===== config.mk =====
export PLATFORM = sky130hd
export DESIGN_NAME = plpce_out_fifo
export DESIGN_NICKNAME = d
export VERILOG_FILES = /design/src/plpce_pkg.sv /design/src/plpce_out_fifo.sv
export SDC_FILE = /design/constraint.sdc
export NUM_CORES = 1
export LEC_CHECK = 0
export ABC_AREA = 1
export BUFFER_PORTS_ARGS = -buffer_cell sky130_fd_sc_hd__buf_2
export CORE_MARGIN = 2
export CORE_UTILIZATION = 26
export DETAILED_ROUTE_END_ITERATION = 6
export SLEW_MARGIN = 40
export SYNTH_ARGS = -nofsm -noshare
export SYNTH_HDL_FRONTEND = slang
export SYNTH_SLANG_ARGS = --single-unit

===== constraint.sdc =====
create_clock -name clk -period 3.1 [get_ports clk]
set_input_delay 0.31 -clock clk [delete_from_list [all_inputs] [get_ports clk]]
set_output_delay 0.31 -clock clk [all_outputs]
set_load 0.005 [all_outputs]

===== src/plpce_pkg.sv =====
`timescale 1ns / 1ps

package plpce_pkg;

    localparam int ROW_STEP       = 19;
    localparam int COL_STEP       = 26;
    localparam int DIAG_STEP      = 11;
    localparam int AMPLITUDE      = 255;
    localparam int SUM_BIAS       = 765;
    localparam int LEVEL_MAX      = 255;
    localparam int DIV6_MUL       = 10923;
    localparam int DIV6_SHIFT     = 16;
    localparam int ALPHA_RESET    = 100;
    localparam int PAL_DEPTH      = 256;
    localparam int PAL_AW         = 8;
    localparam int COLOR_W        = 24;
    localparam int ALPHA_W        = 8;
    localparam int LEVEL_W        = 8;
    localparam int SAMPLE_W       = 9;
    localparam int BSUM_W         = 11;
    localparam int MUL_W          = 25;
    localparam int IDX_SUM_W      = 13;
    localparam int OUT_FIFO_DEPTH = 8;
    localparam int FIFO_AW        = $clog2(OUT_FIFO_DEPTH);
    localparam int FIFO_CW        = $clog2(OUT_FIFO_DEPTH + 1);

    typedef logic signed [SAMPLE_W-1:0] sample_t;
    typedef logic [FIFO_CW-1:0]         fifo_count_t;

    typedef struct packed {
        logic [LEVEL_W-1:0]           level;
        logic [ALPHA_W+COLOR_W-1:0]   color_argb;
    } out_item_t;

    // step is the angle of one table entry, 2*pi/depth
    function automatic sample_t sine_value(input int depth, input int idx, input real step);
        real     ang;
        real     v;
        int      mag;
        sample_t res;
        ang = step * real'(idx);
        if (idx == 0 || 2 * idx == depth)
        begin
            res = '0;
        end
        else if (4 * idx == depth)
        begin
            res = SAMPLE_W'(AMPLITUDE);
        end
        else if (4 * idx == 3 * depth)
        begin
            res = SAMPLE_W'(-AMPLITUDE);
        end
        else
        begin
            v = real'(AMPLITUDE) * $sin(ang);
            if (v < 0.0)
            begin
                mag = -int'($floor(-v));
            end
            else
            begin
                mag = int'($floor(v));
            end
            res = SAMPLE_W'(mag);
        end
        return res;
    endfunction

endpackage


===== src/plpce_out_fifo.sv =====
`timescale 1ns / 1ps

module plpce_out_fifo
    import plpce_pkg::*;
(
    input  logic        clk,
    input  logic        rst_n,
    input  logic        push,
    input  out_item_t   push_data,
    output logic        m_tvalid,
    input  logic        m_tready,
    output out_item_t   head_data,
    output fifo_count_t count
);

    out_item_t           fifo_mem [OUT_FIFO_DEPTH];
    logic [FIFO_AW-1:0]  wr_ptr_reg;
    logic [FIFO_AW-1:0]  rd_ptr_reg;
    fifo_count_t         count_reg;
    logic [FIFO_AW-1:0]  wr_ptr_next;
    logic [FIFO_AW-1:0]  rd_ptr_next;
    fifo_count_t         count_next;
    logic                pop;

    assign pop = (count_reg != '0) && m_tready;

    always_comb
    begin
        wr_ptr_next = push ? wr_ptr_reg + 1'b1 : wr_ptr_reg;
        rd_ptr_next = pop ? rd_ptr_reg + 1'b1 : rd_ptr_reg;
        count_next  = count_reg;
        if (push && !pop)
        begin
            count_next = count_reg + 1'b1;
        end
        else if (pop && !push)
        begin
            count_next = count_reg - 1'b1;
        end
    end

    always_ff @(posedge clk or negedge rst_n)
    begin
        if (!rst_n)
        begin
            wr_ptr_reg <= '0;
            rd_ptr_reg <= '0;
            count_reg  <= '0;
        end
        else
        begin
            wr_ptr_reg <= wr_ptr_next;
            rd_ptr_reg <= rd_ptr_next;
            count_reg  <= count_next;
        end
    end

    always_ff @(posedge clk)
    begin
        if (push)
        begin
            fifo_mem[wr_ptr_reg] <= push_data;
        end
    end

    assign m_tvalid  = (count_reg != '0);
    assign head_data = fifo_mem[rd_ptr_reg];
    assign count     = count_reg;

endmodule


* Word level (Yosys, flattened, before mapping)
Memories as Yosys holds them, arrays and structs flattened.
Index checks and enable logic that the tools add are counted.
** Word-level totals
- Bits in registers :: 10
- RAM bits :: 320
- Input bits :: 44
- Output and inout bits :: 45
- Logic and storage cells :: 19
- Memories :: 1
** Memories
- fifo_mem :: words 8, bits a word 40, rd ports 1, clocked after Yosys merged registers in 0, wr ports 1, RTL line plpce_out_fifo.sv:16 : out_item_t fifo_mem [OUT_FIFO_DEPTH];
** Operators by class
- Add/subtract/negate cells :: 4
- Mux-type cells :: 4
- Reduce and logical (&&, ||, !) cells :: 7
** Operator list (number)
- two-way mux 4 bit :: 2
- adder 3 x 1 -> 3 bit (second input constant) :: 2
- adder 4 x 1 -> 4 bit (second input constant) :: 1
- nonzero test 4 bit :: 1
- subtractor 4 x 1 -> 4 bit (second input constant) :: 1
- logical AND 1 bit :: 3
- logical NOT 1 bit :: 2
- two-way mux 1 bit :: 2
- nonzero test 2 bit :: 1

* Logic depth before layout (Yosys ltp)
Gate-level depths: netlist (run 1).
- Depth after elaboration :: 5
- Mapped depth :: 12
- Mapped depth without buffers :: 12

* Worst setup path before layout (run 1)
OpenSTA, ideal clock, no wires.
- Path type :: reg-to-reg
- Start point :: register wr_ptr_reg[0]
- End point :: memory fifo_mem[0][0] in the netlist's numbering (enable)
- Library setup time :: 437 ps
- Arrival time :: 2420 ps
- Required time :: 2663 ps
- Slack :: 243 ps
- Cell stages (with the launch flop) :: 3
- Buffers on the path :: 0
- Cell sequence :: dfrtp_1 or2_2 nor2_1
** RTL lines
- from (decl) :: RTL line plpce_out_fifo.sv:17 : logic [FIFO_AW-1:0] wr_ptr_reg;
- from (signal assigned) :: RTL line plpce_out_fifo.sv:52 : wr_ptr_reg <= wr_ptr_next;
- to (decl) :: RTL line plpce_out_fifo.sv:16
No word-level cell before the write port.

==> results of run 1 <==
[through the flow]
step	cell area (µm²)	cells	utilization (%)	setup WS, ns
after floorplan	14300	1457	-	0.243
after global placement	15700	2212	28.7	0.942
after detailed placement	15700	2212	28.7	0.986
after CTS	16900	2285	30.8	0.369
after global routing	16900	2285	30.8	0.219
final	16900	2285	30.8	0.441
[worst reg2reg max path, cell delays in order, from the launching register on]
cell,delay [ns]
sky130_fd_sc_hd__dfrtp_1,0.43
sky130_fd_sc_hd__nor2_1,0.13
sky130_fd_sc_hd__nand2_1,0.09
sky130_fd_sc_hd__nand2_1,0.16
sky130_fd_sc_hd__ha_1,0.21
sky130_fd_sc_hd__inv_1,0.10
sky130_fd_sc_hd__ha_1,0.32
sky130_fd_sc_hd__or2_2,0.29
sky130_fd_sc_hd__nand2_1,0.07
sky130_fd_sc_hd__nand2_1,0.04
sky130_fd_sc_hd__nand3_1,0.06
sky130_fd_sc_hd__nand2_1,0.06
[per-layer routing]
| metal | vias up | part of all wire [%] | global-route usage (%) |
|---|---|---|---|
| li1 | 4712 | - | - |
| met5 | - | 0.16 | 0 |
| met2 | 176 | 48 | 20.0 |
| met3 | 74 | 5.9 | 2.98 |
| met1 | 4443 | 43 | 14.4 |
| met4 | 10 | 2.5 | 4.02 |
[logic make-up (layout without fill, tap and decap cells)]
group	after synthesis	in the layout
compound gates	3	3
xor+xnor	5	5
fa+ha+maj	6	6
buf+inv	232	356
flops	330	330
simple gates	881	881
[power breakdown]
group / internal, W / total, W / switching [W]
sequential: 0.00543 / 0.00567 / 0.000240
clock: 0.00245 / 0.00424 / 0.00179
combinational: 0.00180 / 0.00529 / 0.00350
[layout by cell type (no fill, tap or decap), drive strengths merged]
| master | n |
|---|---|
| fa | 1 |
| ha | 5 |
| clkinv | 17 |
| dfrtp | 10 |
| a21oi | 1 |
| inv | 174 |
| or2 | 2 |
| buf | 113 |
| clkbuf | 49 |
| dlygate4sd3 | 2 |
| nand3 | 3 |
| edfxtp | 320 |
| xor2 | 2 |
| xnor2 | 3 |
| nand2 | 544 |
| nor2 | 332 |
| bufinv | 1 |
| o21ai | 2 |
[cell type report]
| cell class | count | area, µm² | area share, % |
|---|---|---|---|
| sequential | 330 | 9870 | 58.4 |
| multi-input combinational | 895 | 3520 | 20.8 |
| clock buffer | 49 | 1030 | 6.12 |
| tap | 704 | 881 | 5.22 |
| timing repair buffer | 115 | 811 | 4.80 |
| inverter | 170 | 639 | 3.79 |
| clock inverter | 22 | 140 | 0.830 |
[worst paths after layout]
path | cells past startpoint | slack (ns) | to
min | 1 | 0.03 | fifo_mem[1][35]
min reg2reg | 2 | 0.56 | count[3]
max reg2reg | 11 | 1.03 | count[3]
max | 8 | 0.44 | head_data[6]
max in group asynchronous | 2 | 2.69 | rd_ptr_reg[1]
min in group asynchronous | 2 | 0.16 | rd_ptr_reg[0]
[timing repair]
item / 4_1_cts / 5_1_grt
hold buffers: 2 / 0
resized for setup: 0 / 0
endpoints found under the hold margin: 18 / 0
==> impl_metrics.csv, run 1 <==
group,metric,value,unit
yosys,mappedNetlistNets,1507,
yosys,synth.top_cells.by_count,"sky130_fd_sc_hd__nand2_1, sky130_fd_sc_hd__nor2_1, sky130_fd_sc_hd__edfxtp_1, sky130_fd_sc_hd__inv_1, sky130_fd_sc_hd__buf_2",
yosys,post-synth-top-count-cell,"sky130_fd_sc_hd__nand2_1",
floorplan,die_y,239,µm
timing,report.final.hold_viol_count,0,
floorplan,core_area,54800,µm²
yosys,compound_gate_portion_of_the_synthesized_area,0.105,%
route,average_wire_per_standard_cell,14.5,µm
critical_path,critical_path_arrival,2.35,ns
critical_path,timing.critical_path.buf_inv,2,
final_layout,largest_register_ffs,320,
timing,setup-tns-final,0,ns
pwr,power_density_cells,900,nW/µm²
yosys,synth_cells,1457,
critical_path,cp-start-kind,"flip-flop",
yosys,post_synth_num_cell_types,20,
timing,hold_ws,0.0254,ns
timing,timing.final.setup_violations,0,
route,routed_wirelength,33000,µm
timing,slew-limit-headroom,54.8,%
global_routing,grt_pass1_wl,51200,µm
clock_tree,cts.sinks,330,
global_routing,antenna_found_initial,6,
yosys,dominant_combinational_cell_family_by_area_after_synthesis,"simple AND/OR/NAND/NOR gates",
global_routing,grt_use_total,11.7,%
critical_path,critical_path.endpoint_type,"output pin",
critical_path,worstReg2RegStart,"count[1]",
critical_path,top_family_by_delay_on_critical_path,"flip-flops",
yosys,ys_ff_latch,330,
floorplan,start_util,26.2,%
yosys,combined_area_of_all_synthesized_cells,14300,µm²
yosys,synth_fa_ha_area_share,0.576,%
route,drtIter0Drc,605,
yosys,synth_edf_count,320,
timing,rsz_0062_raised_after_global_routing,"false",
timing,finalCritPeriodShare,85.8,%
timing,worstMarginPinSlew,0.676,ns
yosys,ys_flop_type,"sky130_fd_sc_hd__edfxtp_1",
yosys,synth_sequential_area_ratio,68.7,%
critical_path,data_required_time_of_the_critical_path,2.79,ns
critical_path,timing.critical_path.from,"rd_ptr_reg[0]",
timing,final_period_minus_worst_setup_slack,2.66,ns
yosys,synthXorXnorAreaFrac,0.305,%
yosys,netlist.top_cell.by_area,"sky130_fd_sc_hd__edfxtp_1",
outcome,status,"completed",
pwr,total_power,0.0152,W
yosys,synth_warnings,0,
yosys,asyncSetResetFlopFracSynth,3.03,%
clock_tree,clockBufferDepth,3,
critical_path,cell_at_the_slowest_stage_of_the_critical_path,"sky130_fd_sc_hd__dfrtp_4",
yosys,synth_simple_gate_area_share,23.1,%
timing,finalClockSkew,0.0284,ns
yosys,post_synth_mux_area_share,0,%
final_layout,area_growth,17.8,%
route,drtPass1Iterations,4,
final_layout,fillers,5492,
job,drv_cap,0,
route,viasPerCell,4.12,
worst_hold_path,hold_path.startpoint,"push_data[35]",
place,io_buffers,88,
place,gp_congestion,0.743,
final_layout,drive_above_1_share,11.4,%
route,via_count,9415,
clock_tree,root_buffer_cell,"sky130_fd_sc_hd__clkbuf_16",
pwr,peak_supply_drop,416,µV
place,half_perimeter_wire_length_of_the_detailed_placement_result,19000,µm
yosys,synth_largest_type_area_fraction,67.0,%
critical_path,path_common_cell,"sky130_fd_sc_hd__nand2_1",
timing,max_freq,376,MHz
pwr,p_leak,7.20,nW
clock_tree,post_cts_repair_setup_buffers,0,
clock_tree,cts.reportedPaths.clkPinSlew,0.05,ns
floorplan,fp.dieArea,57100,µm²
clock_tree,cts_made_buffers,39,
floorplan,io_pins,89,
timing,finalMaxSlewViolations,0,
clock_tree,h-tree-depth,2,
global_routing,gr-total-overflow,0,
global_routing,grt_pass1_vias,9244,
clock_tree,insertion_delay,0.56,ns
yosys,netlist_top_cells_area,"sky130_fd_sc_hd__edfxtp_1, sky130_fd_sc_hd__nand2_1, sky130_fd_sc_hd__nor2_1",
critical_path,critical-path-max-stage-delay,0.75,ns
critical_path,worstPathMaxFanout,42,
global_routing,grt_max_degree,81,
floorplan,floorplan.rows,86,
final_layout,layout.nets,1601,
route,antenna_left,0,
critical_path,timing_worst_setup_path_type,"reg -> out",
worst_hold_path,min_path_type,"in -> reg",
critical_path,cp_cell_sequence,"buf_4, nor2_1, nor2_1, nand2_1, nand2_1, nand2_1, nand2_1, buf_2",
route,route.detailed.drc,0,
yosys,postSynthAreaPerCell,9.84,µm²
clock_tree,tritoncts,"yes",
floorplan,chipWidth,239,µm
final_layout,insertedDiodeCount,0,
Power figures use the tool's default switching activity.
==> run 2, diff against run 1 <==
Settings changed: CORE_UTILIZATION 26 to 58, PLACE_DENSITY from default to 0.86.
==> impl_metrics.csv, run 2 (synthesis gave the netlist of run 1 again) <==
group,metric,value,unit
route,viasPerCell,5.06,
job,drv_cap,0,
critical_path,critical_path_arrival,2.41,ns
pwr,peak_supply_drop,519,µV
timing,report.final.hold_viol_count,0,
pwr,seq_power_share,38.5,%
global_routing,antenna_found_initial,2,
place,gp_congestion,0.802,
timing,slew-limit-headroom,48.3,%
pwr,swShare,35.0,%
route,via_count,9608,
timing,finalMaxSlewViolations,0,
final_layout,mostFrequentLayoutCells,"sky130_fd_sc_hd__nand2_1, sky130_fd_sc_hd__nor2_1, sky130_fd_sc_hd__edfxtp_1",
timing,setup-tns-final,0,ns
final_layout,multi_input_area,3520,µm²
route,average_wire_per_standard_cell,15.7,µm
critical_path,data_required_time_of_the_critical_path,2.79,ns
critical_path,path_common_cell,"sky130_fd_sc_hd__nand2_1",
pwr,total_power,0.0150,W
final_layout,layout_commonest_cell,"sky130_fd_sc_hd__nand2_1",
global_routing,grt_use_total,23.1,%
place,half_perimeter_wire_length_of_the_detailed_placement_result,16400,µm
critical_path,worstPathMaxFanout,65,
critical_path,timing_worst_setup_path_type,"reg -> out",
final_layout,largest_register_ffs,320,
pwr,power_density_cells,919,nW/µm²
global_routing,gr-total-overflow,0,
timing,worstMarginPinSlew,0.776,ns
critical_path,top_family_by_delay_on_critical_path,"flip-flops",
timing,max_freq,367,MHz
pwr,p_sw,0.00525,W
route,drtIter0Drc,780,
clock_tree,cts.sinks,330,
critical_path,cell_at_the_slowest_stage_of_the_critical_path,"sky130_fd_sc_hd__dfrtp_4",
critical_path,critical_path.endpoint_type,"output pin",
timing,final_period_minus_worst_setup_slack,2.72,ns
timing,finalCritPeriodShare,87.8,%
floorplan,start_util,59.0,%
outcome,status,"completed",
clock_tree,h-tree-depth,2,
route,antenna_left,0,
clock_tree,root_buffer_cell,"sky130_fd_sc_hd__clkbuf_16",
pwr,combPwrFrac,34.1,%
clock_tree,post_cts_repair_setup_buffers,0,
place,io_buffers,88,
final_layout,fillers,1653,
route,route.detailed.drc,0,
critical_path,cp-start-kind,"flip-flop",
route,drtPass1Iterations,5,
pwr,pwr-share-clk,27.4,%
clock_tree,tritoncts,"yes",
timing,rsz_0062_raised_after_global_routing,"false",
worst_hold_path,min_path_type,"in -> reg",
global_routing,grt_max_degree,66,
floorplan,chipWidth,161,µm
critical_path,r2r_slack,1.01,ns
pwr,p_leak,7.16,nW
final_layout,area.sequential,9870,µm²
global_routing,grt_pass1_wl,46600,µm
final_layout,postLayoutCoreUtil,67.0,%
floorplan,floorplan.rows,57,
floorplan,core_area,24300,µm²
floorplan,die_y,161,µm
clock_tree,cts.reportedPaths.clkPinSlew,0.06,ns
final_layout,layout.nets,1596,
final_layout,drive_above_1_share,11.1,%
global_routing,grt_pass1_vias,9556,
timing,hold_ws,0.0700,ns
critical_path,timing.critical_path.buf_inv,2,
critical_path,cp_cell_sequence,"buf_12, nor2_1, nor2_1, nand2_1, nand2_1, nand2_1, nand2_1, buf_2",
route,routed_wirelength,29700,µm
floorplan,fp.dieArea,26000,µm²
final_layout,area_growth,13.6,%
floorplan,io_pins,89,
timing,finalClockSkew,0.00488,ns
clock_tree,insertion_delay,0.50,ns
clock_tree,clockBufferDepth,3,
critical_path,critical-path-max-stage-delay,0.93,ns
clock_tree,cts_made_buffers,34,
pwr,cell_internal_power_dissipation,0.00973,W
timing,timing.final.setup_violations,0,
-- run 2: layout make-up --
| class | instances | share of cell area, % |
|---|---|---|
| clock inverters | 11 | 0.922 |
| repair buffers | 115 | 4.42 |
| diodes | 1 | 0.0154 |
| clock buffers | 51 | 6.07 |
| flip-flops and latches | 330 | 60.6 |
| multi-input cells | 895 | 21.6 |
| inverters | 170 | 3.92 |
| well taps | 324 | 2.49 |
-- run 2: per-layer routing --
layer	routed length, µm	GRT usage, %	vias up
met3	1900	3.26	61
li1	-	-	4703
met1	11500	27.8	4486
met4	821	10.1	0
met5	0	0	-
met2	15500	41.5	358
-- run 2: path summary, 6_finish.rpt --
| check | start | end | cells after the start |
|---|---|---|---|
| max in group asynchronous | rst_n | rd_ptr_reg[1] | 2 |
| worst min register to register | wr_ptr_reg[0] | wr_ptr_reg[0] | 2 |
| worst min-delay path | push_data[36] | fifo_mem[1][36] | 1 |
| worst max register to register | count[1] | count[3] | 11 |
| min in group asynchronous | rst_n | count[1] | 2 |
| worst max-delay path | rd_ptr_reg[0] | head_data[8] | 8 |
-- run 2: what timing repair did --
item / in CTS / in global routing
endpoints found under the hold margin: 10 / 0
gates resized for setup: 0 / 0
hold buffers: 1 / 0
-- run 2: power by group through the flow --
| stage | sequential (W) | clock [W] | combinational [W] |
|---|---|---|---|
| 6_report | 0.00577 | 0.00410 | 0.00511 |
| 5_1_grt | 0.00582 | 0.00435 | 0.00574 |
| 4_1_cts | 0.00576 | 0.00416 | 0.00514 |
| 3_5_place_dp | 0.00584 | 0 | 0.00506 |
| 3_3_place_gp | 0.00582 | 0 | 0.00484 |
| 2_1_floorplan | 0.00565 | 0 | 0.00369 |
-- run 2: per-stage QoR --
stage | setup slack, ns | cell area (µm²) | cells
floorplan | 0.243 | 14300 | 1457
global placement | 0.968 | 15100 | 1833
detailed placement | 0.938 | 15100 | 1833
CTS | 0.364 | 16300 | 1896
global route | 0.190 | 16300 | 1897
finish | 0.378 | 16300 | 1897
